===== config.mk =====
export PLATFORM = sky130hd
export DESIGN_NAME = ers_ram
export DESIGN_NICKNAME = d
export VERILOG_FILES = /design/src/rtl/ers_ram.sv
export SDC_FILE = /design/constraint.sdc
export NUM_CORES = 2
export LEC_CHECK = 0
export BUFFER_PORTS_ARGS = -buffer_cell sky130_fd_sc_hd__buf_2
export CAP_MARGIN = 20
export CORE_ASPECT_RATIO = 1.1
export CORE_MARGIN = 2
export CORE_UTILIZATION = 43
export CTS_BUF_LIST = sky130_fd_sc_hd__clkbuf_8
export CTS_CLUSTER_SIZE = 20
export DETAILED_ROUTE_END_ITERATION = 6
export PLACE_DENSITY_LB_ADDON = 0.15
export SLEW_MARGIN = 40
export SYNTH_ARGS = -nofsm -noshare
export SYNTH_HDL_FRONTEND = slang
export SYNTH_SLANG_ARGS = --single-unit

===== constraint.sdc =====
create_clock -name clk_i -period 3.9 [get_ports clk_i]
set_input_delay 0.585 -clock clk_i [delete_from_list [all_inputs] [get_ports clk_i]]
set_output_delay 0.585 -clock clk_i [all_outputs]
set_load 0.1 [all_outputs]

===== src/rtl/ers_ram.sv =====
// ers_ram: generic single-write, single-read synchronous RAM with registered read.
// No dependencies.
module ers_ram #(
  parameter int unsigned WIDTH = 8,
  parameter int unsigned DEPTH = 256
) (
  input  logic                     clk_i,
  input  logic                     we_i,
  input  logic [$clog2(DEPTH)-1:0] waddr_i,
  input  logic [WIDTH-1:0]         wdata_i,
  input  logic                     re_i,
  input  logic [$clog2(DEPTH)-1:0] raddr_i,
  output logic [WIDTH-1:0]         rdata_o
);

  logic [WIDTH-1:0] mem_q [DEPTH];
  logic [WIDTH-1:0] rdata_q;

  always_ff @(posedge clk_i) begin
    if (we_i) begin
      mem_q[waddr_i] <= wdata_i;
    end
    if (re_i) begin
      rdata_q <= mem_q[raddr_i];
    end
  end

  assign rdata_o = rdata_q;

endmodule


==> flow_summary.yaml <==
run_status:
  status: "completed"
sta:
  setup_ws_ns: 0.875
  fin_tns_setup_ns: 0
  rsz0062_at_grt: "no"
  finalCritPeriodShare_pct: 77.6
  relSlewSlack_pct: 37.5
  period_minus_slack_ns: 3.02
  holdWs_ns: 0.0802
  worst_pin_slew_ns: 0.929
  max_freq_mhz: 331
  maxSlewViolCount: 0
  finClkSkew_ns: 0.0322
  setup_viol: 0
  hold_violations: 0
routing:
  drt_iter0_drc: 4085
  wirelength_um: 209000
  vias: 39600
  via_per_inst: 5.79
  drc: 0
  drt-pass1-iter-count: 5
  wl_per_cell_um: 30.6
  drtAntennaViolNets: 0
critical_path:
  rrSetupSlack_ns: 0.88
  worst_path_largest_cell_delay_ns: 0.56
  cp_cell_sequence: "mux4_2 -> a22o_1 -> a221oi_1 -> o32ai_1 -> nor3_1 -> buf_4 -> nor4_1"
  end_kind: "flip-flop"
  worst_ep_arrival_time_ns: 3.79
  start_kind: "flip-flop"
  crit_family: "compound AO/OA/AOI/OAI gates"
  worstPathRequired_ns: 4.67
  crit_fanout: 1
  crit_slowest_cell: "a221oi_1"
  path_class: "flip-flop to flip-flop"
  critical_path_buf_inv_count: 1
floorplan:
  die_height_um: 455
  dieArea_um2: 189000
  fp.dieW_um: 414
  core-area_um2: 184000
  start_util_pct: 43.3
  ioPinCount: 35
  rows: 165
layout:
  seq_area_um2: 61700
  drive_gt1_share_pct: 29.0
  nets: 4216
  area_growth_pct: 13.8
  multi_input_area_um2: 16700
  final_cells: 6837
  final_cell_area_um2: 90600
  n_fill_cell: 15000
  fin_util_pct: 49.3
place:
  dp_slack_ns: 0.00267
  post-place-cells: 6252
  place_area_um2: 84500
  place_hpwl_um: 131000
  io_buffers: 34
  routabilityCongestion: 0.854
power_and_ir_drop:
  intPower_mw: 33.9
  switching_power_mw: 9.91
  p_total_mw: 43.8
  seq_power_share_pct: 55.7
  clkPwrFrac_pct: 38.7
  vdd_ir_drop_max_v: 0.000406
  powerDensity_nw_per_um2: 483
  comb_power_share_pct: 5.6
  power_leakage_nw: 28.6
  switching_share_pct: 22.6
global_route:
  grt.total_usage_pct: 22.3
  grt_pass1_vias: 41000
  grt_first_pass_wirelength_um: 301000
  antenna_found_initial: 10
  gr-total-overflow: 0
  grt_max_degree: 117
yosys:
  yosysUniqueCellTypes: 54
  ys_warn_count: 0
  synth_ff_type: "edfxtp_1"
  synthCells: 3733
  syn_area_per_cell_um2: 21.3
  synth-edff-count: 2056
  yosysSeqAreaShare_pct: 77.5
  async_flop_share_pct: 0
  syn_nets: 3760
  syn-cell-area_um2: 79600
  synth_seq_cells: 2056
clocking:
  clockRootBuffer: "clkbuf_8"
  tritoncts: "built"
  path_clk_slew_ns: 0.07
  worstSkewPairLatency_ns: 1.03
  ctsLongestPathBuffers: 4
  cts_sinks: 2056
  htree_levels: 5
  cts_buffers: 347
job:
  drv_cap: 0
worst_hold_path:
  hold_class: "input port to flip-flop"
==> power groups by stage <==
stage          Clock (mW)  Sequential [mW]  Combinational [mW]
2_1_floorplan           0             24.9                1.18
5_1_grt              18.3             24.4                2.57
6_report             17.0             24.4                2.44
3_5_place_dp            0             24.9                2.46
4_1_cts              17.4             24.4                2.47
3_3_place_gp            0             24.9                2.41
==> kinds of logic (layout without fill, tap and decap cells) <==
logic type / count (synthesis) / count (layout) / synth area share [%]
AO/OA/AOI/OAI: 385 / 385 / 3.42
buffers and inverters: 235 / 915 / 1.83
flip-flops: 2056 / 2056 / 77.5
multiplexers: 591 / 591 / 14.6
other: 0 / 3 / 0
AND/OR/NAND/NOR: 466 / 466 / 2.63
==> area by class of cell <==
| cell class | count | area share [%] |
|---|---|---|
| flip-flops and latches | 2056 | 68.1 |
| multi-input cells | 1442 | 18.5 |
| clock buffers | 355 | 5.39 |
| repair buffers | 340 | 3.59 |
| well taps | 2421 | 3.34 |
| clock inverters | 218 | 1.09 |
| inverters | 2 | 0.00828 |
| diodes | 3 | 0.00828 |
==> path summary, 6_finish.rpt <==
check,from,to,cells past startpoint
setup / recovery,mem_q[83][5]$_DFFE_PP_,rdata_o[5]$_DFFE_PP_,7
hold / removal,wdata_i[7],mem_q[195][7]$_DFFE_PP_,1
setup reg to reg,mem_q[83][5]$_DFFE_PP_,rdata_o[5]$_DFFE_PP_,7
hold reg to reg,mem_q[40][3]$_DFFE_PP_,rdata_o[3]$_DFFE_PP_,7
==> state kept, by name, summed over array words and instances, names as in the netlist <==
signal	flops
mem_q	2048
rdata_o	8
==> synthesized netlist by cell type (all sizes together) (28+ instances only) <==
cell type / count / area, µm²
a21oi: 96 / 480
a22oi: 133 / 998
buf: 122 / 1030
clkbuf: 111 / 417
edfxtp: 2056 / 61700
mux2i: 134 / 1340
mux4: 456 / 10300
nand2: 33 / 124
nand3: 34 / 170
nor2: 282 / 1060
nor2b: 31 / 194
o221ai: 47 / 418
o22ai: 28 / 175
==> placed cells by master, fill, tap and decap left out, types with 10 or more instances in the layout <==
cell type and count:
edfxtp_1 2056, mux4_2 454, clkbuf_8 355, buf_4 252, nor2_1 198, mux2i_1 134, a22oi_1 133, inv_1 110
a21oi_1 96, clkinv_1 81, nor2_2 81, o221ai_1 46, buf_12 43, nand2_1 31, nand3_1 31, o22ai_1 28
nor2b_1 28, nor3_1 21, clkinv_2 21, buf_2 21, nor4_1 20, a211oi_1 16, a221oi_1 13, nand4_1 10
o211ai_1 10, o21ai_0 10, buf_8 10
==> metal layers <==
layer | up-vias | global-route usage, % | wire length [µm]
met5 | - | 0 | 0
met4 | 0 | 7.04 | 5940
met3 | 330 | 3.62 | 11400
met2 | 1324 | 36.8 | 103000
met1 | 21300 | 30.5 | 88800
li1 | 16600 | - | -
==> what timing repair did <==
item | in CTS | in global routing
resized for setup | 0 | 0
endpoints found under the setup margin | 0 | 0
setup buffers | 0 | 0
hold buffers | 7 | 1
hold endpoints to repair | 153 | 31
No activity file was read; power rests on OpenSTA's default activity.
