$ cat src/rtl/ers_pkg.sv
// ers_pkg: shared constants, codes, types and ring pointer helpers
// for the edge-resynchronized bit sampler. No dependencies.
package ers_pkg;

  localparam int unsigned RING_DEPTH = 8192;
  localparam int unsigned PTR_SPAN   = 2 * RING_DEPTH;
  localparam int unsigned PTR_W      = $clog2(PTR_SPAN);
  localparam int unsigned ADDR_W     = $clog2(RING_DEPTH);
  localparam int unsigned FILL_W     = PTR_W + 1;

  localparam int unsigned STEP_W  = 10;
  localparam int unsigned SINCE_W = 11;
  localparam int unsigned CNT_W   = 32;
  localparam int unsigned SUM_W   = 48;

  localparam logic [SINCE_W-1:0] SINCE_MAX = '1;
  localparam logic [STEP_W-1:0]  STEP_MIN  = STEP_W'(5);
  localparam logic [STEP_W-1:0]  STEP_MAX  = STEP_W'(1000);
  localparam logic [STEP_W-1:0]  STEP_RST  = STEP_W'(100);

  localparam int unsigned CFG_IDX_W  = 3;
  localparam int unsigned CFG_DATA_W = 32;
  localparam logic [CFG_IDX_W-1:0] CFG_STEP      = CFG_IDX_W'(0);
  localparam logic [CFG_IDX_W-1:0] CFG_JIT_LOW   = CFG_IDX_W'(1);
  localparam logic [CFG_IDX_W-1:0] CFG_JIT_HIGH  = CFG_IDX_W'(2);
  localparam logic [CFG_IDX_W-1:0] CFG_JIT_EN    = CFG_IDX_W'(3);
  localparam logic [CFG_IDX_W-1:0] CFG_IDLE      = CFG_IDX_W'(4);
  localparam logic [CFG_IDX_W-1:0] CFG_BUSY_EN   = CFG_IDX_W'(5);

  localparam int unsigned OQ_DEPTH = 4;
  localparam int unsigned OQ_PTR_W = $clog2(OQ_DEPTH);
  localparam int unsigned OQ_CNT_W = $clog2(OQ_DEPTH + 1);

  typedef enum logic [1:0] {
    FUNC_START = 2'd0,
    FUNC_TICK  = 2'd1,
    FUNC_READ  = 2'd2,
    FUNC_STOP  = 2'd3
  } func_e;

  typedef enum logic [1:0] {
    REASON_NONE     = 2'd0,
    REASON_IDLE     = 2'd1,
    REASON_OVERFLOW = 2'd2,
    REASON_STOP     = 2'd3
  } reason_e;

  typedef struct packed {
    logic             is_running;
    logic [1:0]       stop_reason;
    logic [CNT_W-1:0] bytes_total;
    logic [CNT_W-1:0] samples_total;
    logic [CNT_W-1:0] edges_total;
    logic [CNT_W-1:0] edges_dropped;
    logic [SUM_W-1:0] offset_sum_even;
    logic [SUM_W-1:0] offset_sum_odd;
  } ers_stat_t;

  typedef struct packed {
    logic [7:0] byte_out;
    logic       byte_valid;
    ers_stat_t  stat;
  } ers_out_t;

  function automatic logic [PTR_W-1:0] ptr_next(input logic [PTR_W-1:0] p);
    return (p == PTR_W'(PTR_SPAN - 1)) ? '0 : p + 1'b1;
  endfunction

  function automatic logic [ADDR_W-1:0] ptr_index(input logic [PTR_W-1:0] p);
    return (p >= PTR_W'(RING_DEPTH)) ? ADDR_W'(p - PTR_W'(RING_DEPTH)) : ADDR_W'(p);
  endfunction

endpackage

$ cat src/rtl/ers_out_if.sv
// ers_out_if: result channel out of the sampler, one result per request.
// Depends on ers_pkg.
interface ers_out_if import ers_pkg::*; ();
  logic             valid;
  logic             ready;
  logic [7:0]       byte_out;
  logic             byte_valid;
  logic             is_running;
  logic [1:0]       stop_reason;
  logic [CNT_W-1:0] bytes_total;
  logic [CNT_W-1:0] samples_total;
  logic [CNT_W-1:0] edges_total;
  logic [CNT_W-1:0] edges_dropped;
  logic [SUM_W-1:0] offset_sum_even;
  logic [SUM_W-1:0] offset_sum_odd;

  modport source (output valid, byte_out, byte_valid, is_running, stop_reason, bytes_total,
                  samples_total, edges_total, edges_dropped, offset_sum_even,
                  offset_sum_odd, input ready);
  modport sink   (input valid, byte_out, byte_valid, is_running, stop_reason, bytes_total,
                  samples_total, edges_total, edges_dropped, offset_sum_even,
                  offset_sum_odd, output ready);
endinterface

$ cat src/rtl/ers_outq.sv
// ers_outq: ring read-latency stage and result queue toward the output channel.
// Depends on ers_pkg and ers_out_if.
module ers_outq import ers_pkg::*; (
  input  logic       clk_i,
  input  logic       rst_ni,
  input  logic       acc_i,
  input  logic       byte_vld_i,
  input  ers_stat_t  stat_i,
  input  logic [7:0] ram_rdata_i,
  output logic       space_o,
  ers_out_if.source  out_ch
);

  ers_out_t              q_mem [OQ_DEPTH];
  logic                  s1_valid_q, s1_bv_q;
  logic [OQ_PTR_W-1:0]   wp_q, rp_q;
  logic [OQ_CNT_W-1:0]   cnt_q, cnt_d, occ;
  logic                  pop;
  ers_out_t              entry;

  assign occ     = cnt_q + OQ_CNT_W'(s1_valid_q);
  assign space_o = occ < OQ_CNT_W'(OQ_DEPTH);
  assign pop     = out_ch.valid && out_ch.ready;

  // state after a request is in the core registers in the cycle after accept, with its read stage
  assign entry.byte_out   = s1_bv_q ? ram_rdata_i : 8'd0;
  assign entry.byte_valid = s1_bv_q;
  assign entry.stat       = stat_i;

  always_comb begin
    cnt_d = cnt_q;
    if (s1_valid_q && !pop) begin
      cnt_d = cnt_q + 1'b1;
    end else if (!s1_valid_q && pop) begin
      cnt_d = cnt_q - 1'b1;
    end
  end

  always_ff @(posedge clk_i or negedge rst_ni) begin
    if (!rst_ni) begin
      s1_valid_q <= 1'b0;
      s1_bv_q    <= 1'b0;
      wp_q       <= '0;
      rp_q       <= '0;
      cnt_q      <= '0;
    end else begin
      s1_valid_q <= acc_i;
      s1_bv_q    <= acc_i && byte_vld_i;
      cnt_q      <= cnt_d;
      if (s1_valid_q) begin
        wp_q <= wp_q + 1'b1;
      end
      if (pop) begin
        rp_q <= rp_q + 1'b1;
      end
    end
  end

  always_ff @(posedge clk_i) begin
    if (s1_valid_q) begin
      q_mem[wp_q] <= entry;
    end
  end

  assign out_ch.valid           = cnt_q != '0;
  assign out_ch.byte_out        = q_mem[rp_q].byte_out;
  assign out_ch.byte_valid      = q_mem[rp_q].byte_valid;
  assign out_ch.is_running      = q_mem[rp_q].stat.is_running;
  assign out_ch.stop_reason     = q_mem[rp_q].stat.stop_reason;
  assign out_ch.bytes_total     = q_mem[rp_q].stat.bytes_total;
  assign out_ch.samples_total   = q_mem[rp_q].stat.samples_total;
  assign out_ch.edges_total     = q_mem[rp_q].stat.edges_total;
  assign out_ch.edges_dropped   = q_mem[rp_q].stat.edges_dropped;
  assign out_ch.offset_sum_even = q_mem[rp_q].stat.offset_sum_even;
  assign out_ch.offset_sum_odd  = q_mem[rp_q].stat.offset_sum_odd;

  a_cnt_bound: assert property (@(posedge clk_i) disable iff (!rst_ni)
    cnt_q <= OQ_CNT_W'(OQ_DEPTH))
    else $error("result queue count above depth");

  a_no_push_full: assert property (@(posedge clk_i) disable iff (!rst_ni)
    s1_valid_q |-> (cnt_q < OQ_CNT_W'(OQ_DEPTH)))
    else $error("push into full result queue");

  a_ptr_gap: assert property (@(posedge clk_i) disable iff (!rst_ni)
    OQ_PTR_W'(wp_q - rp_q) == OQ_PTR_W'(cnt_q))
    else $error("queue pointers disagree with count");

endmodule

$ cat src/flat_wrapper.sv
// flat-port wrapper written by rule: the top's interface ports become plain ports
module ers_outq_flat import ers_pkg::*;
  (clk_i, rst_ni, acc_i, byte_vld_i, stat_i, ram_rdata_i, space_o, out_ch_valid, out_ch_byte_out, out_ch_byte_valid, out_ch_is_running, out_ch_stop_reason, out_ch_bytes_total, out_ch_samples_total, out_ch_edges_total, out_ch_edges_dropped, out_ch_offset_sum_even, out_ch_offset_sum_odd, out_ch_ready);
  ers_out_if out_ch_i ();
  input  logic clk_i;
  input  logic rst_ni;
  input  logic acc_i;
  input  logic byte_vld_i;
  input  ers_stat_t stat_i;
  input  logic [7:0] ram_rdata_i;
  output logic space_o;
  output wire logic [$bits(out_ch_i.valid)-1:0] out_ch_valid;
  output wire logic [$bits(out_ch_i.byte_out)-1:0] out_ch_byte_out;
  output wire logic [$bits(out_ch_i.byte_valid)-1:0] out_ch_byte_valid;
  output wire logic [$bits(out_ch_i.is_running)-1:0] out_ch_is_running;
  output wire logic [$bits(out_ch_i.stop_reason)-1:0] out_ch_stop_reason;
  output wire logic [$bits(out_ch_i.bytes_total)-1:0] out_ch_bytes_total;
  output wire logic [$bits(out_ch_i.samples_total)-1:0] out_ch_samples_total;
  output wire logic [$bits(out_ch_i.edges_total)-1:0] out_ch_edges_total;
  output wire logic [$bits(out_ch_i.edges_dropped)-1:0] out_ch_edges_dropped;
  output wire logic [$bits(out_ch_i.offset_sum_even)-1:0] out_ch_offset_sum_even;
  output wire logic [$bits(out_ch_i.offset_sum_odd)-1:0] out_ch_offset_sum_odd;
  input wire logic [$bits(out_ch_i.ready)-1:0] out_ch_ready;
  assign out_ch_valid = out_ch_i.valid;
  assign out_ch_byte_out = out_ch_i.byte_out;
  assign out_ch_byte_valid = out_ch_i.byte_valid;
  assign out_ch_is_running = out_ch_i.is_running;
  assign out_ch_stop_reason = out_ch_i.stop_reason;
  assign out_ch_bytes_total = out_ch_i.bytes_total;
  assign out_ch_samples_total = out_ch_i.samples_total;
  assign out_ch_edges_total = out_ch_i.edges_total;
  assign out_ch_edges_dropped = out_ch_i.edges_dropped;
  assign out_ch_offset_sum_even = out_ch_i.offset_sum_even;
  assign out_ch_offset_sum_odd = out_ch_i.offset_sum_odd;
  assign out_ch_i.ready = out_ch_ready;
  ers_outq u_core (.clk_i(clk_i), .rst_ni(rst_ni), .acc_i(acc_i), .byte_vld_i(byte_vld_i), .stat_i(stat_i), .ram_rdata_i(ram_rdata_i), .space_o(space_o), .out_ch(out_ch_i));
endmodule
$ cat config.mk
export PLATFORM = sky130hd
export DESIGN_NAME = ers_outq_flat
export DESIGN_NICKNAME = d
export VERILOG_FILES = /design/src/rtl/ers_pkg.sv /design/src/rtl/ers_out_if.sv /design/src/rtl/ers_outq.sv /design/src/flat_wrapper.sv
export SDC_FILE = /design/constraint.sdc
export NUM_CORES = 1
export LEC_CHECK = 0
export BUFFER_PORTS_ARGS = -buffer_cell sky130_fd_sc_hd__buf_2
export CORE_MARGIN = 1.5
export CORE_UTILIZATION = 40
export CTS_CLUSTER_SIZE = 16
export DETAILED_ROUTE_END_ITERATION = 12
export PLACE_DENSITY_LB_ADDON = 0.2
export SYNTH_ARGS = -nofsm -noshare
export SYNTH_HDL_FRONTEND = slang
export SYNTH_SLANG_ARGS = --single-unit
$ cat constraint.sdc
create_clock -name clk_i -period 8.9 [get_ports clk_i]
set_clock_uncertainty 0.1 [all_clocks]
set_input_delay 0 -clock clk_i [delete_from_list [all_inputs] [get_ports clk_i]]
set_output_delay 0 -clock clk_i [all_outputs]
set_load 0.05 [all_outputs]
==> key figures <==
Routing
  • Routed Antenna Nets: 0
  • Initial DRC Count: 1055
  • Vias: 17074
  • Wire per inst: ~21 µm
  • Drt pass-1 iters: 5
  • Drt total wl: 74.8 mm
  • Vias/cell: between 4 and 5
  • DRC viols: 0

Power and ir drop
  • Design Power: ~16 mW
  • Lkg Pwr: 15.8 nW
  • Peak supply drop: 0.276 mV
  • Pwr dens: 357 nW/µm²

Die
  • Die ar.: 88800 µm²
  • I/O pins: 478
  • Die Y: 298 µm
  • Core ar.: 85700 µm²
  • Initial core utilization: 40.6%
  • Core Rows: 107
  • Chip width: 298 µm

Placement
  • Post-DP Area: 38200 µm²
  • Placer Congestion: 0.716
  • Port buffer count: 477
  • HPWL after DPL: ~42 mm

Timing
  • Fmax: 277 MHz
  • Worst-margin pin slew: 1.28 ns
  • Final Critical Period: 3.62 ns
  • Slew Viols, Final: 0
  • RSZ-0062 raised after global routing: no
  • Hold Vio Cnt, Final: 0
  • Setup-failing EPs final: 0
  • Setup tns final: 0 ns
  • Slew HR: between 10% and 20%
  • Period Utilization, post-route: 40.6%

Finish
  • Fin util: 53.5%
  • Most frequent cells in the layout: 944 x edfxtp_1, 477 x buf_2, 448 x dlygate4sd3_1, 236 x mux4_2, 101 x clkbuf_16
  • Share of cells above drive strength 1: a little under two fifths
  • Fin nets: between 2000 and 3000
  • Leading cell type in the layout, fill and taps excluded: edfxtp_1
  • Area Growth Syn to Fin: 31.8%
  • Finished Cell Area: 45800 µm²

CTS
  • Later-pin clock latency in the skew report: 0.65 ns
  • CTS H-tree lvls: 3
  • Sink Count: between 900 and 1000
  • CTS clock-pin slew for the worst setup and hold paths: 0.06 ns
  • CTS root buffer: clkbuf_16
  • CTS max path bufs: 3
  • Total CTS buffers: 100
  • Post-CTS Setup Inserts: 0
  • Clock tree from TritonCTS: built

Synth
  • Sequential area share after synthesis: between 80 and 90%
  • Syn_nets: 1525
  • Number of distinct library cells after synthesis: 21
  • Yosys reg bits: 953
  • Syn_area_per_cell: 27.2 µm²
  • Syn. warnings: 0
  • Cells after synthesis: 1279
  • Async S/R FF share, synth: 0.944%
  • Number of synthesized flops with an enable pin: 944
  • Area of the mapped netlist: 34800 µm²
  • Ys flop type: edfxtp_1

Hold path
  • Worst Hold Class: input pin to register

Setup path
  • CP Launch Type: register
  • Worst Path Arrival: 3.52 ns
  • CP Max Fanout: 99
  • Critical path capture point type: output port
  • CP Class: register to output port
  • Data required, critical path: 8.80 ns

Global routing
  • Largest net degree at the start of global routing: 145
  • First-pass GRT wire length: 114 mm
  • GR Overflow Total: 0
  • Total GRT Usage: 17.0%
  • Vias in the first global route: 18787
  • Initial antenna violation count: 5

Run
  • # Max-Cap Violations: 0

Status
  • Status: finished, final reports clean
## report_power, final
part           leakage [nW]  switching, mW  internal (mW)  total [mW]
clock network          1.54           1.66           2.34        4.00
logic                  5.49           4.34           1.83        6.18
registers              8.78          0.287           5.87        6.16
total                  15.8           6.29           10.0        16.3
## through the flow
step	worst slack, ns	hold WS, ns	std cells
after global placement	5.87	-0.242	2860
final	5.28	0.0438	3496
after CTS	5.13	0.000408	3493
after floorplan	2.20	-0.396	1279
after detailed placement	5.88	-0.234	2860
after global routing	4.98	0.00556	3494
## critical path, stage by stage, from the launching register on
cell and delay [ns]:
dfrtp_4 1.07, buf_12 0.52, mux4_2 0.64, buf_2 0.23
## cell type report
cell class / count / area [µm²]
timing repair buffer: 938 / 7060
inverter: 3 / 11.3
clock inverter: 61 / 549
clock buffer: 124 / 2610
multi-input combinational: 270 / 5590
fill: 6719 / 39800
tap: 1144 / 1430
sequential: 953 / 28600
antenna: 3 / 7.51
## kinds of logic after synthesis
family	Yosys count	share of synthesized area, %
flops	953	82.1
mux	237	15.3
buf+inv	56	1.83
simple gates	19	0.313
xor+xnor	7	0.176
fa+ha+maj	6	0.237
compound gates	1	0.0144
## cell usage after synthesis, drive strengths merged (2+ instances only)
| master | instances | area share (%) |
|---|---|---|
| edfxtp | 944 | 81 |
| mux4 | 236 | 15 |
| buf | 51 | 1.8 |
| and2 | 13 | 0.23 |
| dfrtp | 9 | 0.65 |
| ha | 5 | 0.18 |
| xor2 | 4 | 0.10 |
| inv | 3 | 0.032 |
| xnor2 | 3 | 0.076 |
| clkbuf | 2 | 0.022 |
| nand2 | 2 | 0.022 |
| nand3 | 2 | 0.029 |
## registers in the layout, indices dropped and copies added (netlist names)
register and cells:
u_core.wp_q 2, u_core.s1_valid_q 1, u_core.cnt_q 3, u_core.rp_q 2, u_core.s1_bv_q 1, u_core.q_mem 944
## worst paths after layout
path                                                  endpoint  slack [ns]  cells after the start                         from
min in group asynchronous          u_core.s1_valid_q$_DFF_PN0_        0.27                      3                       rst_ni
worst min register to register     u_core.cnt_q[2]$_DFFE_PN0P_        0.41                      1  u_core.cnt_q[2]$_DFFE_PN0P_
worst max register to register   u_core.q_mem[2][44]$_DFFE_PP_        6.08                      4   u_core.wp_q[0]$_DFFE_PN0P_
worst max-delay path                out_ch_offset_sum_even[30]        5.28                      3   u_core.rp_q[0]$_DFFE_PN0P_
max in group asynchronous           u_core.rp_q[1]$_DFFE_PN0P_        8.10                      3                       rst_ni
worst min-delay path            u_core.q_mem[3][153]$_DFFE_PP_        0.04                      2                  stat_i[153]
## layer usage
layer  share of wire (%)  GRT usage, %  vias to the layer above
li1                    -             -                     7571
met1                  40          21.0                     8952
met2                  51          28.9                      426
met3                 6.7          5.10                      119
met4                 2.3          4.83                        6
met5               0.052             0                        -
## repair_timing
action                                 CTS  global route
endpoints found under the hold margin  956             0
hold buffers                           448             0
resized for setup                        0             0
(Power assumes the default switching activity.)
