<file path="src/rtl/ers_pkg.sv">
// ers_pkg: shared constants, codes, types and ring pointer helpers
// for the edge-resynchronized bit sampler. No dependencies.
package ers_pkg;

  localparam int unsigned RING_DEPTH = 8192;
  localparam int unsigned PTR_SPAN   = 2 * RING_DEPTH;
  localparam int unsigned PTR_W      = $clog2(PTR_SPAN);
  localparam int unsigned ADDR_W     = $clog2(RING_DEPTH);
  localparam int unsigned FILL_W     = PTR_W + 1;

  localparam int unsigned STEP_W  = 10;
  localparam int unsigned SINCE_W = 11;
  localparam int unsigned CNT_W   = 32;
  localparam int unsigned SUM_W   = 48;

  localparam logic [SINCE_W-1:0] SINCE_MAX = '1;
  localparam logic [STEP_W-1:0]  STEP_MIN  = STEP_W'(5);
  localparam logic [STEP_W-1:0]  STEP_MAX  = STEP_W'(1000);
  localparam logic [STEP_W-1:0]  STEP_RST  = STEP_W'(100);

  localparam int unsigned CFG_IDX_W  = 3;
  localparam int unsigned CFG_DATA_W = 32;
  localparam logic [CFG_IDX_W-1:0] CFG_STEP      = CFG_IDX_W'(0);
  localparam logic [CFG_IDX_W-1:0] CFG_JIT_LOW   = CFG_IDX_W'(1);
  localparam logic [CFG_IDX_W-1:0] CFG_JIT_HIGH  = CFG_IDX_W'(2);
  localparam logic [CFG_IDX_W-1:0] CFG_JIT_EN    = CFG_IDX_W'(3);
  localparam logic [CFG_IDX_W-1:0] CFG_IDLE      = CFG_IDX_W'(4);
  localparam logic [CFG_IDX_W-1:0] CFG_BUSY_EN   = CFG_IDX_W'(5);

  localparam int unsigned OQ_DEPTH = 4;
  localparam int unsigned OQ_PTR_W = $clog2(OQ_DEPTH);
  localparam int unsigned OQ_CNT_W = $clog2(OQ_DEPTH + 1);

  typedef enum logic [1:0] {
    FUNC_START = 2'd0,
    FUNC_TICK  = 2'd1,
    FUNC_READ  = 2'd2,
    FUNC_STOP  = 2'd3
  } func_e;

  typedef enum logic [1:0] {
    REASON_NONE     = 2'd0,
    REASON_IDLE     = 2'd1,
    REASON_OVERFLOW = 2'd2,
    REASON_STOP     = 2'd3
  } reason_e;

  typedef struct packed {
    logic             is_running;
    logic [1:0]       stop_reason;
    logic [CNT_W-1:0] bytes_total;
    logic [CNT_W-1:0] samples_total;
    logic [CNT_W-1:0] edges_total;
    logic [CNT_W-1:0] edges_dropped;
    logic [SUM_W-1:0] offset_sum_even;
    logic [SUM_W-1:0] offset_sum_odd;
  } ers_stat_t;

  typedef struct packed {
    logic [7:0] byte_out;
    logic       byte_valid;
    ers_stat_t  stat;
  } ers_out_t;

  function automatic logic [PTR_W-1:0] ptr_next(input logic [PTR_W-1:0] p);
    return (p == PTR_W'(PTR_SPAN - 1)) ? '0 : p + 1'b1;
  endfunction

  function automatic logic [ADDR_W-1:0] ptr_index(input logic [PTR_W-1:0] p);
    return (p >= PTR_W'(RING_DEPTH)) ? ADDR_W'(p - PTR_W'(RING_DEPTH)) : ADDR_W'(p);
  endfunction

endpackage

</file>
<file path="src/rtl/ers_in_if.sv">
// ers_in_if: request channel into the sampler (func, data and busy pins).
// Depends on ers_pkg.
interface ers_in_if import ers_pkg::*; ();
  logic       valid;
  logic       ready;
  logic [1:0] func;
  logic       data_level;
  logic       busy_level;

  modport source (output valid, func, data_level, busy_level, input ready);
  modport sink   (input valid, func, data_level, busy_level, output ready);
endinterface

</file>
<file path="src/rtl/ers_cfg_if.sv">
// ers_cfg_if: configuration write channel (register index and data).
// Depends on ers_pkg.
interface ers_cfg_if import ers_pkg::*; ();
  logic                  valid;
  logic                  ready;
  logic [CFG_IDX_W-1:0]  index;
  logic [CFG_DATA_W-1:0] data;

  modport source (output valid, index, data, input ready);
  modport sink   (input valid, index, data, output ready);
endinterface

</file>
<file path="src/rtl/ers_core.sv">
// ers_core: configuration registers, run state, sampling and edge tracking,
// and ring pointer control. Drives the ring RAM ports. Depends on ers_pkg, ers_in_if,
// ers_cfg_if.
module ers_core import ers_pkg::*; (
  input  logic              clk_i,
  input  logic              rst_ni,
  ers_in_if.sink            in_ch,
  ers_cfg_if.sink           cfg_ch,
  input  logic              space_i,
  output logic              acc_o,
  output logic              byte_vld_o,
  output ers_stat_t         stat_o,
  output logic              ram_we_o,
  output logic [ADDR_W-1:0] ram_waddr_o,
  output logic [7:0]        ram_wdata_o,
  output logic              ram_re_o,
  output logic [ADDR_W-1:0] ram_raddr_o
);

  // programmed registers
  logic [STEP_W-1:0]     cfg_step_q, cfg_jit_lo_q, cfg_jit_hi_q;
  logic [1:0]            cfg_jen_q;
  logic [CNT_W-1:0]      cfg_idle_q;
  logic                  cfg_busy_q;

  // per-run copies
  logic [STEP_W-1:0]     run_step_q, run_step_d, run_jit_lo_q, run_jit_lo_d;
  logic [STEP_W-1:0]     run_jit_hi_q, run_jit_hi_d;
  logic [1:0]            run_jen_q, run_jen_d;
  logic [CNT_W-1:0]      run_idle_q, run_idle_d;
  logic                  run_busy_q, run_busy_d;

  logic [PTR_W-1:0]      wp_q, wp_d, rp_q, rp_d;
  logic [7:0]            shift_q, shift_d, shift_new;
  logic [2:0]            bits_q, bits_d;
  logic [CNT_W-1:0]      idle_q, idle_d;
  logic                  parity_q, parity_d, eip_q, eip_d, active_q, active_d;
  logic [1:0]            reason_q, reason_d;
  logic [SINCE_W-1:0]    since_q, since_d, since_inc;
  logic [STEP_W-1:0]     until_q, until_d, until_dec, jit_sel, resync;
  logic                  prev_q, prev_d;
  logic [CNT_W-1:0]      bytes_q, bytes_d, samples_q, samples_d;
  logic [CNT_W-1:0]      edges_q, edges_d, dropped_q, dropped_d;
  logic [SUM_W-1:0]      sum_even_q, sum_even_d, sum_odd_q, sum_odd_d;

  logic                  acc, tick_edge, step_ok, idle_stop, post_ok;
  logic [FILL_W-1:0]     fill;
  logic                  cfg_acc;

  assign in_ch.ready  = space_i;
  assign cfg_ch.ready = 1'b1;
  assign acc          = in_ch.valid && space_i;
  assign cfg_acc      = cfg_ch.valid;

  always_ff @(posedge clk_i or negedge rst_ni) begin
    if (!rst_ni) begin
      cfg_step_q   <= STEP_RST;
      cfg_jit_lo_q <= '0;
      cfg_jit_hi_q <= '0;
      cfg_jen_q    <= '0;
      cfg_idle_q   <= '0;
      cfg_busy_q   <= 1'b0;
    end else if (cfg_acc) begin
      case (cfg_ch.index)
        CFG_STEP:     cfg_step_q   <= cfg_ch.data[STEP_W-1:0];
        CFG_JIT_LOW:  cfg_jit_lo_q <= cfg_ch.data[STEP_W-1:0];
        CFG_JIT_HIGH: cfg_jit_hi_q <= cfg_ch.data[STEP_W-1:0];
        CFG_JIT_EN:   cfg_jen_q    <= cfg_ch.data[1:0];
        CFG_IDLE:     cfg_idle_q   <= cfg_ch.data[CNT_W-1:0];
        CFG_BUSY_EN:  cfg_busy_q   <= cfg_ch.data[0];
        default: ;
      endcase
    end
  end

  assign tick_edge = in_ch.data_level != prev_q;
  assign since_inc = (since_q < SINCE_MAX) ? since_q + 1'b1 : since_q;
  assign until_dec = (until_q != '0) ? until_q - 1'b1 : '0;
  assign jit_sel   = parity_q ? run_jit_hi_q : run_jit_lo_q;
  assign resync    = (run_step_q > jit_sel) ? run_step_q - jit_sel : '0;
  assign step_ok   = (cfg_step_q >= STEP_MIN) && (cfg_step_q <= STEP_MAX);
  assign fill      = (wp_q >= rp_q) ? FILL_W'(wp_q) - FILL_W'(rp_q)
                                    : FILL_W'(wp_q) + FILL_W'(PTR_SPAN) - FILL_W'(rp_q);
  assign shift_new = {shift_q[6:0], in_ch.data_level};

  always_comb begin
    run_step_d   = run_step_q;
    run_jit_lo_d = run_jit_lo_q;
    run_jit_hi_d = run_jit_hi_q;
    run_jen_d    = run_jen_q;
    run_idle_d   = run_idle_q;
    run_busy_d   = run_busy_q;
    wp_d         = wp_q;
    rp_d         = rp_q;
    shift_d      = shift_q;
    bits_d       = bits_q;
    idle_d       = idle_q;
    parity_d     = parity_q;
    eip_d        = eip_q;
    active_d     = active_q;
    reason_d     = reason_q;
    since_d      = since_q;
    until_d      = until_q;
    prev_d       = prev_q;
    bytes_d      = bytes_q;
    samples_d    = samples_q;
    edges_d      = edges_q;
    dropped_d    = dropped_q;
    sum_even_d   = sum_even_q;
    sum_odd_d    = sum_odd_q;
    ram_we_o     = 1'b0;
    ram_re_o     = 1'b0;
    byte_vld_o   = 1'b0;
    idle_stop    = 1'b0;
    post_ok      = 1'b0;
    if (acc) begin
      case (func_e'(in_ch.func))
        FUNC_START: begin
          if (!active_q && step_ok) begin
            run_step_d   = cfg_step_q;
            run_jit_lo_d = cfg_jit_lo_q;
            run_jit_hi_d = cfg_jit_hi_q;
            run_jen_d    = cfg_jen_q;
            run_idle_d   = cfg_idle_q;
            run_busy_d   = cfg_busy_q;
            wp_d         = '0;
            rp_d         = '0;
            shift_d      = '0;
            bits_d       = '0;
            idle_d       = cfg_idle_q;
            parity_d     = 1'b0;
            eip_d        = 1'b0;
            reason_d     = REASON_NONE;
            bytes_d      = '0;
            samples_d    = '0;
            edges_d      = '0;
            dropped_d    = '0;
            sum_even_d   = '0;
            sum_odd_d    = '0;
            since_d      = '0;
            until_d      = cfg_step_q;
            prev_d       = in_ch.data_level;
            active_d     = 1'b1;
          end
        end
        FUNC_TICK: begin
          prev_d = in_ch.data_level;
          if (active_q) begin
            since_d = since_inc;
            until_d = until_dec;
            if (tick_edge) begin
              if (since_inc > SINCE_W'(run_step_q)) begin
                dropped_d = dropped_q + 1'b1;
              end else begin
                if (parity_q) begin
                  sum_odd_d = sum_odd_q + SUM_W'(since_inc);
                end else begin
                  sum_even_d = sum_even_q + SUM_W'(since_inc);
                end
                if (run_jen_q[parity_q]) begin
                  until_d = resync;
                end
                parity_d = !parity_q;
                edges_d  = edges_q + 1'b1;
                eip_d    = 1'b1;
              end
            end
            if (until_d == '0) begin
              if (eip_d) begin
                eip_d  = 1'b0;
                idle_d = run_idle_q;
              end else if (run_idle_q != '0) begin
                idle_d    = idle_q - 1'b1;
                idle_stop = (idle_d == '0);
              end
              if (idle_stop) begin
                active_d = 1'b0;
                reason_d = REASON_IDLE;
              end else begin
                since_d   = '0;
                samples_d = samples_q + 1'b1;
                if (bits_q == 3'd7) begin
                  bits_d  = '0;
                  shift_d = '0;
                  if (fill >= FILL_W'(RING_DEPTH)) begin
                    active_d = 1'b0;
                    reason_d = REASON_OVERFLOW;
                  end else begin
                    ram_we_o = 1'b1;
                    wp_d     = ptr_next(wp_q);
                    bytes_d  = bytes_q + 1'b1;
                    post_ok  = 1'b1;
                  end
                end else begin
                  bits_d  = bits_q + 1'b1;
                  shift_d = shift_new;
                  post_ok = 1'b1;
                end
                if (post_ok) begin
                  if (run_busy_q && in_ch.busy_level) begin
                    active_d = 1'b0;
                    reason_d = REASON_STOP;
                  end else begin
                    until_d = run_step_q;
                  end
                end
              end
            end
          end
        end
        FUNC_READ: begin
          if (fill != '0) begin
            ram_re_o   = 1'b1;
            rp_d       = ptr_next(rp_q);
            byte_vld_o = 1'b1;
          end
        end
        FUNC_STOP: begin
          active_d = 1'b0;
          if (reason_q == REASON_NONE) begin
            reason_d = REASON_STOP;
          end
        end
        default: ;
      endcase
    end
  end

  always_ff @(posedge clk_i or negedge rst_ni) begin
    if (!rst_ni) begin
      run_step_q   <= STEP_RST;
      run_jit_lo_q <= '0;
      run_jit_hi_q <= '0;
      run_jen_q    <= '0;
      run_idle_q   <= '0;
      run_busy_q   <= 1'b0;
      wp_q         <= '0;
      rp_q         <= '0;
      shift_q      <= '0;
      bits_q       <= '0;
      idle_q       <= '0;
      parity_q     <= 1'b0;
      eip_q        <= 1'b0;
      active_q     <= 1'b0;
      reason_q     <= REASON_NONE;
      since_q      <= '0;
      until_q      <= '0;
      prev_q       <= 1'b0;
      bytes_q      <= '0;
      samples_q    <= '0;
      edges_q      <= '0;
      dropped_q    <= '0;
      sum_even_q   <= '0;
      sum_odd_q    <= '0;
    end else begin
      run_step_q   <= run_step_d;
      run_jit_lo_q <= run_jit_lo_d;
      run_jit_hi_q <= run_jit_hi_d;
      run_jen_q    <= run_jen_d;
      run_idle_q   <= run_idle_d;
      run_busy_q   <= run_busy_d;
      wp_q         <= wp_d;
      rp_q         <= rp_d;
      shift_q      <= shift_d;
      bits_q       <= bits_d;
      idle_q       <= idle_d;
      parity_q     <= parity_d;
      eip_q        <= eip_d;
      active_q     <= active_d;
      reason_q     <= reason_d;
      since_q      <= since_d;
      until_q      <= until_d;
      prev_q       <= prev_d;
      bytes_q      <= bytes_d;
      samples_q    <= samples_d;
      edges_q      <= edges_d;
      dropped_q    <= dropped_d;
      sum_even_q   <= sum_even_d;
      sum_odd_q    <= sum_odd_d;
    end
  end

  assign acc_o       = acc;
  assign ram_waddr_o = ptr_index(wp_q);
  assign ram_wdata_o = shift_new;
  assign ram_raddr_o = ptr_index(rp_q);

  assign stat_o.is_running      = active_q;
  assign stat_o.stop_reason     = reason_q;
  assign stat_o.bytes_total     = bytes_q;
  assign stat_o.samples_total   = samples_q;
  assign stat_o.edges_total     = edges_q;
  assign stat_o.edges_dropped   = dropped_q;
  assign stat_o.offset_sum_even = sum_even_q;
  assign stat_o.offset_sum_odd  = sum_odd_q;

  a_fill_bound: assert property (@(posedge clk_i) disable iff (!rst_ni)
    fill <= FILL_W'(RING_DEPTH))
    else $error("ring fill above depth");

  a_write_when_active: assert property (@(posedge clk_i) disable iff (!rst_ni)
    ram_we_o |-> (active_q && acc))
    else $error("ring write outside a run");

  a_start_ignored: assert property (@(posedge clk_i) disable iff (!rst_ni)
    (acc && in_ch.func == FUNC_START && active_q) |=> (active_q && $stable(wp_q)))
    else $error("start disturbed a running run");

  a_one_access: assert property (@(posedge clk_i) disable iff (!rst_ni)
    !(ram_we_o && ram_re_o))
    else $error("ring read and write in one request");

endmodule

</file>
<file path="src/flat_wrapper.sv">
// flat-port wrapper written by rule: the top's interface ports become plain ports
module ers_core_flat import ers_pkg::*;
  (clk_i, rst_ni, space_i, acc_o, byte_vld_o, stat_o, ram_we_o, ram_waddr_o, ram_wdata_o, ram_re_o, ram_raddr_o, in_ch_valid, in_ch_func, in_ch_data_level, in_ch_busy_level, in_ch_ready, cfg_ch_valid, cfg_ch_index, cfg_ch_data, cfg_ch_ready);
  ers_in_if in_ch_i ();
  ers_cfg_if cfg_ch_i ();
  input  logic clk_i;
  input  logic rst_ni;
  input  logic space_i;
  output logic acc_o;
  output logic byte_vld_o;
  output ers_stat_t stat_o;
  output logic ram_we_o;
  output logic [ADDR_W-1:0] ram_waddr_o;
  output logic [7:0] ram_wdata_o;
  output logic ram_re_o;
  output logic [ADDR_W-1:0] ram_raddr_o;
  input wire logic [$bits(in_ch_i.valid)-1:0] in_ch_valid;
  input wire logic [$bits(in_ch_i.func)-1:0] in_ch_func;
  input wire logic [$bits(in_ch_i.data_level)-1:0] in_ch_data_level;
  input wire logic [$bits(in_ch_i.busy_level)-1:0] in_ch_busy_level;
  output wire logic [$bits(in_ch_i.ready)-1:0] in_ch_ready;
  input wire logic [$bits(cfg_ch_i.valid)-1:0] cfg_ch_valid;
  input wire logic [$bits(cfg_ch_i.index)-1:0] cfg_ch_index;
  input wire logic [$bits(cfg_ch_i.data)-1:0] cfg_ch_data;
  output wire logic [$bits(cfg_ch_i.ready)-1:0] cfg_ch_ready;
  assign in_ch_i.valid = in_ch_valid;
  assign in_ch_i.func = in_ch_func;
  assign in_ch_i.data_level = in_ch_data_level;
  assign in_ch_i.busy_level = in_ch_busy_level;
  assign in_ch_ready = in_ch_i.ready;
  assign cfg_ch_i.valid = cfg_ch_valid;
  assign cfg_ch_i.index = cfg_ch_index;
  assign cfg_ch_i.data = cfg_ch_data;
  assign cfg_ch_ready = cfg_ch_i.ready;
  ers_core u_core (.clk_i(clk_i), .rst_ni(rst_ni), .in_ch(in_ch_i), .cfg_ch(cfg_ch_i), .space_i(space_i), .acc_o(acc_o), .byte_vld_o(byte_vld_o), .stat_o(stat_o), .ram_we_o(ram_we_o), .ram_waddr_o(ram_waddr_o), .ram_wdata_o(ram_wdata_o), .ram_re_o(ram_re_o), .ram_raddr_o(ram_raddr_o));
endmodule
</file>
<file path="config.mk">
export PLATFORM = sky130hd
export DESIGN_NAME = ers_core_flat
export DESIGN_NICKNAME = d
export VERILOG_FILES = /design/src/rtl/ers_pkg.sv /design/src/rtl/ers_in_if.sv /design/src/rtl/ers_cfg_if.sv /design/src/rtl/ers_core.sv /design/src/flat_wrapper.sv
export SDC_FILE = /design/constraint.sdc
export NUM_CORES = 1
export LEC_CHECK = 0
export ABC_AREA = 0
export BUFFER_PORTS_ARGS = -buffer_cell sky130_fd_sc_hd__buf_2
export CAP_MARGIN = 20
export CORE_ASPECT_RATIO = 0.9
export CORE_UTILIZATION = 40
export CTS_CLUSTER_SIZE = 20
export DETAILED_ROUTE_END_ITERATION = 16
export SYNTH_ARGS = -nofsm -noshare
export SYNTH_HDL_FRONTEND = slang
export SYNTH_SLANG_ARGS = --single-unit
</file>
<file path="constraint.sdc">
create_clock -name clk_i -period 13.6 [get_ports clk_i]
set_input_delay 2.04 -clock clk_i [delete_from_list [all_inputs] [get_ports clk_i]]
set_output_delay 2.04 -clock clk_i [all_outputs]
set_load 0.01 [all_outputs]
</file>
==> results of run 1 <==
[worst max path at each step]
stage                                       start       end  slack, ps  cells after the start
CTS                 u_core.since_q[2]$_DFFE_PN0P_  ram_we_o       5900                     19
detailed placement  u_core.since_q[2]$_DFFE_PN0P_  ram_we_o       6580                     19
global route        u_core.since_q[2]$_DFFE_PN0P_  ram_we_o       5530                     19
global placement    u_core.since_q[2]$_DFFE_PN0P_  ram_we_o       6620                     19
finish              u_core.since_q[2]$_DFFE_PN0P_  ram_we_o       5950                     19
floorplan             u_core.parity_q$_DFFE_PN0P_  ram_we_o       7680                     15
[where the power goes]
group	internal [mW]	switching (mW)
Combinational	0.498	0.744
Sequential	1.53	0.237
Clock	0.858	0.588
[per-stage QoR]
stage	total power [mW]	instances	worst slack, ps	cell area [um2]	util [%]
3_5_place_dp	3.019	3945	6581	28010	43.71
6_report	4.460	4041	5952	29830	46.55
2_1_floorplan	2.640	2922	7681	25920	-
5_1_grt	4.726	4041	5526	29830	46.55
4_1_cts	4.491	4038	5904	29760	46.44
3_3_place_gp	2.992	3944	6619	28000	43.70
[final cells by class]
cell class | instances | area, um2
timing repair buffer | 341 | 1854
tap | 855 | 1070
sequential | 451 | 11290
multi-input combinational | 2185 | 13430
fill | 6183 | 34250
clock buffer | 69 | 1485
clock inverter | 24 | 267.8
inverter | 116 | 435.4
[worst min-delay path, stage by stage (launching register included)]
cell     delay, ps
dfrtp_1        340
nand2_1         50
nand2_1         50
[logic make-up after synthesis]
logic type	share of synthesized area, %
DFF	43.57
other	0.01447
and+or+nand+nor	22.67
xor gates and xnor gates	5.474
muxes	4.002
adders and majority gates	3.717
buffers and inverters	4.842
AOI/OAI and AO/OA	15.71
[synthesized netlist by cell type (all sizes together), types with 21 or more instances]
| cell | instances | share of area, % |
|---|---|---|
| mux2i | 26 | 1.0 |
| o31ai | 28 | 0.83 |
| inv | 116 | 1.7 |
| nand4 | 46 | 1.1 |
| mux2 | 69 | 3.0 |
| nand3 | 95 | 1.9 |
| buf | 67 | 1.7 |
| a21oi | 182 | 3.6 |
| xnor2 | 94 | 3.2 |
| and3 | 56 | 1.4 |
| ha | 69 | 3.3 |
| a211oi | 39 | 1.2 |
| nor3 | 80 | 1.6 |
| or3 | 96 | 2.3 |
| nand2 | 420 | 6.1 |
| nor2 | 255 | 3.7 |
| dfrtp | 445 | 43 |
| xor2 | 68 | 2.3 |
| a21o | 23 | 0.67 |
| clkbuf | 103 | 1.5 |
| o21ai | 211 | 4.1 |
| nor4 | 38 | 1.1 |
| nor2b | 21 | 0.51 |
[registers in the layout, summed over array words and instances (netlist names), 11 cells and up]
signal and flops:
u_core.idle_q 32, u_core.samples_q 32, u_core.since_q 11, u_core.cfg_idle_q 32, u_core.rp_q 14, u_core.run_idle_q 32, u_core.bytes_q 32, u_core.sum_odd_q 48
u_core.dropped_q 32, u_core.edges_q 32, u_core.wp_q 14, u_core.sum_even_q 48
[per-layer routing]
metal,track usage (%),up-vias
li1,-,10760
met1,31.97,11300
met2,35.32,625
met3,4.366,125
met4,7.394,0
met5,0,-
==> qor.csv, run 1 <==
stage;metric;value;unit
timing;max_freq;130.7;MHz
yosys;yosys_warnings;0;
routing;routed.top_layer;met4;
timing;rsz0062_at_grt;false;
routing;drt_wl_total;76.33;mm
layout;layout_common_cells;445 x dfrtp_1, 418 x nand2_1, 309 x buf_2;
clock_network;ctsHtreeMaxLevel;2;
critical_path;arrival;5610;ps
yosys;synth_area_per_cell;8.870;um2
die;dieWidth;270.3;um
placement;place_congestion;0.8938;
routing;wl_met3;4.409;mm
timing;setup_tns;0;ps
die;ioPinCount;311;
timing;slew-limit-headroom;31.41;%
global_route;antenna_found_initial;0;
global_route;grt_usage;22.80;%
layout;fin_nets;3264;
critical_path;slowest_delay;460;ps
clock_network;path_clk_slew;60;ps
timing;timing.clock.skew;24.83;ps
clock_network;cts_resized;0;
routing;vias_per_cell;5.642;
yosys;synth_seq_cells;451;
yosys;syn_nets;3040;
routing;wl_met2;34.45;mm
layout;syn2layout_area_growth;15.10;%
yosys;synth_cell_types;99;
routing;detail_route.drc_violations;0;
global_route;grt.overflow.total;0;
critical_path;rr_startpoint;u_core.since_q[2]$_DFFE_PN0P_;
timing;finalMaxSlewViolations;0;
critical_path;slowest_stage;dfrtp_1;
timing;fin_crit;7648;ps
timing;setup_viol;0;
die;die_area;65820;um2
power_and_ir_drop;power_density;149.5;nW/um2
global_route;grt_pass1_vias;21570;
routing;drt_iter0_drc;1918;
critical_path;endpoint_kind;output port;
clock_network;ctsHoldBuffers;0;
clock_network;cts.sinks;451;
routing;vias;22800;
clock_network;cts_buffer_depth;3;
global_route;grt_max_degree;150;
critical_path;cp_data_required_time;11560;ps
global_route;grt_pass1_wl;121.9;mm
power_and_ir_drop;vdd_drop_max;0.1062;mV
routing;detail_route.first_pass.iterations;5;
power_and_ir_drop;p_leak;13.82;nW
clock_network;cts_tree;yes;
timing;holdWs;458.2;ps
layout;drive_gt1_share;17.64;%
critical_path;critPathKind;flop to output port;
critical_path;start_kind;flop;
clock_network;clock_latency;610;ps
yosys;synth_edf_count;0;
die;core;64080;um2
critical_path;r2r_end;u_core.samples_q[20]$_DFFE_PN0P_;
yosys;synth_flop_cell;dfrtp_1;
min_path;holdPathEnd;u_core.run_jit_hi_q[0]$_DFFE_PN0P_;
placement;dp_hpwl;54.50;mm
critical_path;cp.buffers_inverters;2;
layout;n_antenna_cell;0;
status;status;finished clean;
yosys;synth_seq_area_share;43.57;%
min_path;worstHoldStart;u_core.cfg_jit_hi_q[0]$_DFFE_PN0P_;
clock_network;numCtsBuffers;51;
critical_path;cpMostUsedCell;nor2_1;
die;start_util;40.45;%
yosys;netlist_instances;2922;
layout;layout.cells.most_common;dfrtp_1;
clock_network;cts_setup_buffers;0;
die;chipHeight;243.5;um
yosys;ys_async_sr_fraction;100.0;%
routing;wl_met1;35.24;mm
critical_path;reg2reg_slack;7410;ps
critical_path;crit_family;simple AND/OR/NAND/NOR gates;
clock_network;clock-root-buffer;clkbuf_16;
placement;portBuffers;309;
routing;wire_per_inst;18.89;um
routing;antenna_left;0;
die;row_count;88;
critical_path;worstPathCellList;nand4_1 > nor2_1 > and3_1 > nand3_1 > nand2_1 > nor2_1 > xor2_1 > ha_1 > a211oi_1 > nor2_1 > o311ai_1 > buf_4 > and4_1 > o311a_1 > o21ai_2 > a21oi_4 > nor2b_1 > and3_1 > buf_2;
yosys;synth_area;25920;um2
min_path;worst_hold_path_type;flop to flop;
min_path;min_path_cells;2;
critical_path;crit_fanout;13;
timing;tightest_slew;1029;ps
timing;finalHoldViolations;0;
critical_path;r2r_cells;19;
run;cap_violations;0;
timing;finalCritPeriodShare;56.24;%
Note: power is estimated with default switching activity, not from simulation.
==> run 2, diff against run 1 <==
==> constraint.sdc (replaced) <==
create_clock -name clk_i -period 6.9 [get_ports clk_i]
set_input_delay 1.035 -clock clk_i [delete_from_list [all_inputs] [get_ports clk_i]]
set_output_delay 1.035 -clock clk_i [all_outputs]
set_load 0.01 [all_outputs]
==> qor.csv, run 2 (synthesized netlist as in run 1, its figures left out) <==
stage;metric;value;unit
status;status;finished clean;
routing;vias_per_cell;5.582;
timing;tightest_slew;1096;ps
timing;fin_crit;6529;ps
clock_network;ctsHoldBuffers;0;
global_route;antenna_found_initial;0;
layout;n_antenna_cell;0;
timing;timing.clock.skew;14.85;ps
global_route;grt_usage;22.55;%
global_route;grt_pass1_wl;121.0;mm
layout;layout_common_cells;445 x dfrtp_1, 418 x nand2_1, 308 x buf_2;
power_and_ir_drop;intPower;5.695;mW
layout;drive_gt1_share;17.57;%
timing;finalMaxSlewViolations;0;
power_and_ir_drop;seqPwrFrac;39.7;%
layout;layout.cells.most_common;dfrtp_1;
power_and_ir_drop;power_density;294.2;nW/um2
clock_network;path_clk_slew;60;ps
run;cap_violations;0;
timing;setup_tns;0;ps
critical_path;cp-startpoint;u_core.since_q[4]$_DFFE_PN0P_;
global_route;grt_max_degree;162;
routing;wl_met3;3.527;mm
clock_network;cts.sinks;451;
layout;reg_top3;u_core.sum_even_q (48), u_core.sum_odd_q (48);
die;core;64080;um2
power_and_ir_drop;p_comb_share;28.2;%
die;ioPinCount;311;
global_route;grt_pass1_vias;21740;
layout;area.sequential;11290;um2
routing;wl_met1;35.18;mm
min_path;worst_hold_path_type;input pin to asynchronous set/reset pin;
routing;detail_route.first_pass.iterations;8;
clock_network;ctsHtreeMaxLevel;2;
die;chipHeight;243.5;um
die;die_area;65820;um2
timing;finalHoldViolations;0;
critical_path;r2r_cells;21;
critical_path;crit_fanout;13;
timing;max_freq;153.2;MHz
critical_path;critPathKind;flop to output port;
die;row_count;88;
routing;routed.top_layer;met4;
routing;drt_iter0_drc;1765;
clock_network;clock-root-buffer;clkbuf_16;
clock_network;cts_buffer_depth;3;
die;dieWidth;270.3;um
placement;dp_hpwl;53.58;mm
clock_network;numCtsBuffers;52;
timing;slew-limit-headroom;26.92;%
routing;drt_wl_total;74.93;mm
critical_path;rr_startpoint;u_core.since_q[4]$_DFFE_PN0P_;
routing;vias;22570;
global_route;grt.overflow.total;0;
layout;multi_input_area;13430;um2
placement;place_congestion;0.8891;
die;start_util;40.45;%
power_and_ir_drop;clock_power_share;32.2;%
timing;setup_viol;0;
critical_path;arrival;5490;ps
routing;wire_per_inst;18.53;um
timing;finalCritPeriodShare;94.63;%
critical_path;cp_data_required_time;5860;ps
clock_network;cts_tree;yes;
layout;fin_nets;3266;
layout;syn2layout_area_growth;15.11;%
routing;wl_met2;33.80;mm
routing;antenna_left;0;
power_and_ir_drop;netSwitchingPower;3.082;mW
power_and_ir_drop;p_leak;13.82;nW
critical_path;start_kind;flop;
power_and_ir_drop;swShare;35.12;%
routing;detail_route.drc_violations;0;
layout;nFillCells;6238;
power_and_ir_drop;vdd_drop_max;0.1900;mV
power_and_ir_drop;power;8.777;mW
critical_path;endpoint_kind;output port;
placement;portBuffers;309;
clock_network;clock_latency;600;ps
run 2: changes by cell type in the layout (fill, tap and decap cells not counted), sizes merged:
cell and delta:
clkbuf +10, clkinv -5, clkinvlp -3, bufinv -2
inv +2
run 2: path summary, 6_finish.rpt:
check | end | slack (ps)
setup / recovery | ram_we_o | 370
hold / removal | u_core.edges_q[21]$_DFFE_PN0P_ | 440
setup reg to reg | u_core.samples_q[23]$_DFFE_PN0P_ | 1320
hold reg to reg | u_core.run_jit_lo_q[1]$_DFFE_PN0P_ | 450
max in group asynchronous | u_core.cfg_idle_q[10]$_DFFE_PN0P_ | 5150
min in group clk_i | u_core.run_jit_lo_q[1]$_DFFE_PN0P_ | 450
run 2: repair_timing:
action	CTS	global route
gates resized for setup	0	2
setup endpoints to repair	0	1
buffers inserted	0	2
run 2: power groups by stage:
stage	Combinational [mW]	Sequential, mW	Clock [mW]
after floorplan	1.86	3.34	0
after global placement	2.41	3.50	0
after detailed placement	2.44	3.52	0
after CTS	2.46	3.47	2.91
after global routing	2.78	3.54	3.00
final	2.47	3.48	2.82
run 2: cell type report:
class	count	area share, %
Inverter	116	1.459
Multi-Input combinational cell	2185	45.03
Clock inverter	16	0.6291
Timing Repair Buffer	342	6.215
Tap cell	855	3.586
Sequential cell	451	37.85
Clock buffer	78	5.230
run 2: metrics by stage:
step | setup slack, ps | cell area, um2 | hold WS, ps | utilization, % | instances
CTS | 278.2 | 29800 | 460.7 | 46.51 | 4040
global route | -4.236 | 29830 | 489.9 | 46.56 | 4043
floorplan | 1986 | 25920 | 433.1 | - | 2922
finish | 370.7 | 29830 | 443.0 | 46.56 | 4043
global placement | 1063 | 28050 | 447.5 | 43.77 | 3945
detailed placement | 943.0 | 28060 | 449.4 | 43.78 | 3946
run 2: per-layer routing:
layer  global-route usage, %  up-vias
met1                   32.11    11140
li1                        -    10760
met5                       0        -
met4                   7.511        0
met3                   3.184      134
met2                   35.14      536
run 2: worst max-delay path: stages, from the launching register on:
cell	delay (ps)
dfrtp_1	470
nand4_1	220
nor2_1	240
and3_1	230
nand3_1	170
nand2_1	220
inv_1	110
nand3_1	140
xnor2_1	180
ha_1	330
nand4_1	110
or3_1	380
o311ai_1	100
buf_4	200
and4_2	360
o311a_1	220
o21ai_2	130
a21oi_4	350
nor2b_1	290
and3_1	290
buf_2	160
==> run 3, diff against run 2 <==
--- a/config.mk
+++ b/config.mk
@@ -9,9 +9,10 @@
 export BUFFER_PORTS_ARGS = -buffer_cell sky130_fd_sc_hd__buf_2
 export CAP_MARGIN = 20
 export CORE_ASPECT_RATIO = 0.9
-export CORE_UTILIZATION = 40
+export CORE_UTILIZATION = 50
 export CTS_CLUSTER_SIZE = 20
 export DETAILED_ROUTE_END_ITERATION = 16
+export PLACE_DENSITY = 0.73
 export SYNTH_ARGS = -nofsm -noshare
 export SYNTH_HDL_FRONTEND = slang
 export SYNTH_SLANG_ARGS = --single-unit
==> qor.csv, run 3 (synthesized netlist as in run 1, its figures left out) <==
stage;metric;value;unit
clock_network;numCtsBuffers;49;
die;start_util;51.07;%
clock_network;ctsHtreeMaxLevel;2;
critical_path;r2r_cells;18;
global_route;antenna_found_initial;1;
timing;setup_viol;0;
layout;drive_gt1_share;17.44;%
global_route;grt_pass1_vias;21730;
global_route;grt_usage;27.40;%
global_route;grt_use_met2;44.78;%
run;cap_violations;0;
timing;timing.clock.skew;22.30;ps
global_route;grt.overflow.total;0;
critical_path;arrival;5440;ps
critical_path;crit_fanout;13;
global_route;grt_max_degree;146;
clock_network;path_clk_slew;60;ps
global_route;gr-usage-met3;4.172;%
die;row_count;78;
placement;place_congestion;0.9100;
routing;detail_route.drc_violations;0;
routing;vias;22940;
layout;n_antenna_cell;0;
timing;finalCritPeriodShare;93.88;%
layout;layout_common_cells;445 x dfrtp_1, 418 x nand2_1, 310 x buf_2;
clock_network;cts_tree;yes;
critical_path;r2r_end;u_core.samples_q[20]$_DFFE_PN0P_;
routing;drt_wl_total;73.35;mm
routing;wire_per_inst;19.02;um
clock_network;cts_setup_buffers;0;
placement;portBuffers;309;
routing;vias_per_cell;5.947;
layout;post-route-util;58.21;%
clock_network;cts.sinks;451;
routing;drt_iter0_drc;1791;
clock_network;clock-root-buffer;clkbuf_16;
timing;max_freq;154.4;MHz
timing;slew-limit-headroom;30.00;%
critical_path;endpoint_kind;output port;
die;dieWidth;242.0;um
placement;dp_cells;3769;
layout;reg_top3;u_core.sum_even_q (48), u_core.sum_odd_q (48);
die;die_area;52750;um2
routing;detail_route.first_pass.iterations;5;
die;core;50750;um2
global_route;top_usage_layer;met2;
timing;rsz0062_at_grt;false;
timing;tightest_slew;1050;ps
timing;setup_tns;0;ps
die;ioPinCount;311;
timing;finalMaxSlewViolations;0;
global_route;grt.met1_usage;37.69;%
timing;finalHoldViolations;0;
layout;syn2layout_area_growth;13.98;%
layout;nFillCells;4478;
layout;instances_no_fill;3857;
critical_path;reg2reg_slack;1130;ps
timing;fin_crit;6478;ps
clock_network;clock_latency;590;ps
global_route;grt_pass1_wl;118.2;mm
min_path;worst_hold_path_type;input pin to asynchronous set/reset pin;
critical_path;start_kind;flop;
status;status;finished clean;
power_and_ir_drop;vdd_drop_max;0.2184;mV
die;chipHeight;218.0;um
clock_network;cts_buffer_depth;3;
critical_path;rr_startpoint;u_core.since_q[2]$_DFFE_PN0P_;
routing;antenna_left;0;
layout;layout.cells.most_common;dfrtp_1;
power_and_ir_drop;p_leak;13.76;nW
layout;fin_nets;3261;
placement;dp_hpwl;52.53;mm
critical_path;critPathKind;flop to output port;
critical_path;cp_data_required_time;5860;ps
power_and_ir_drop;power_density;295.8;nW/um2
## run 3: cell count changes in the layout (fill, tap and decap cells not counted), sizes merged
cell	change
clkbuf	-16
clkinvlp	+2
bufinv	+4
buf	-2
inv	-2
clkinv	+3
## run 3: cell type report
class | instances | area, um2 | share of cell area [%]
Tap cell | 680 | 850.8 | 2.880
Inverter | 116 | 435.4 | 1.474
Multi-Input combinational cell | 2185 | 13440 | 45.51
Timing Repair Buffer | 340 | 1829 | 6.192
Clock buffer | 62 | 1356 | 4.591
Clock inverter | 23 | 331.6 | 1.122
Sequential cell | 451 | 11290 | 38.23
## run 3: repair_timing
item                       CTS  global route
setup endpoints to repair    0             1
hold endpoints to repair     0             0
hold buffers                 0             0
gates resized for setup      0             3
## run 3: metrics by stage
step           hold WS (ps)  instance area, um2  total power [mW]  setup WS, ps
2_1_floorplan         433.1               25920             5.204          1986
3_3_place_gp          441.5               27800             5.885         842.6
3_5_place_dp          446.7               27810             5.944         691.0
4_1_cts               428.1               29490             8.752         35.39
5_1_grt               454.3               29540             9.232         91.08
6_report              416.9               29540             8.739         422.4
## run 3: power by group
part           leakage (nW)  total (mW)  switching (mW)  internal [mW]
Combinational          6.98        2.46            1.48          0.987
Clock                 0.829        2.78            1.13           1.65
Sequential             5.96        3.50           0.472           3.02
Total                  13.8        8.74            3.07           5.66
## run 3: worst max path at each step
stage / from / slack, ps / cells past startpoint / end
after detailed placement: u_core.since_q[2]$_DFFE_PN0P_ / 690 / 18 / ram_we_o
final: u_core.since_q[2]$_DFFE_PN0P_ / 420 / 18 / ram_we_o
after global routing: u_core.since_q[2]$_DFFE_PN0P_ / 90 / 18 / ram_we_o
after CTS: u_core.since_q[2]$_DFFE_PN0P_ / 40 / 18 / ram_we_o
after floorplan: u_core.parity_q$_DFFE_PN0P_ / 1990 / 15 / ram_we_o
after global placement: u_core.since_q[2]$_DFFE_PN0P_ / 840 / 18 / ram_we_o
## run 3: worst max-delay path, cell delays in order, from the launching register on
cell and delay (ps):
dfrtp_1 460, nand4_1 220, nor2_1 240, and3_1 240
nand3_1 180, nand2_1 220, nor2_1 110, xor2_1 380
ha_1 330, a211oi_1 200, nor2_1 110, o311ai_4 350
and4_2 450, o311a_1 220, o21ai_2 130, a21oi_4 330
nor2b_1 280, and3_1 220, buf_2 160
## run 3: layer usage
metal | up-vias | wire [um]
met3 | 124 | 4425
met5 | - | 13
met1 | 11320 | 32560
met2 | 735 | 34390
met4 | 2 | 1959
li1 | 10760 | -
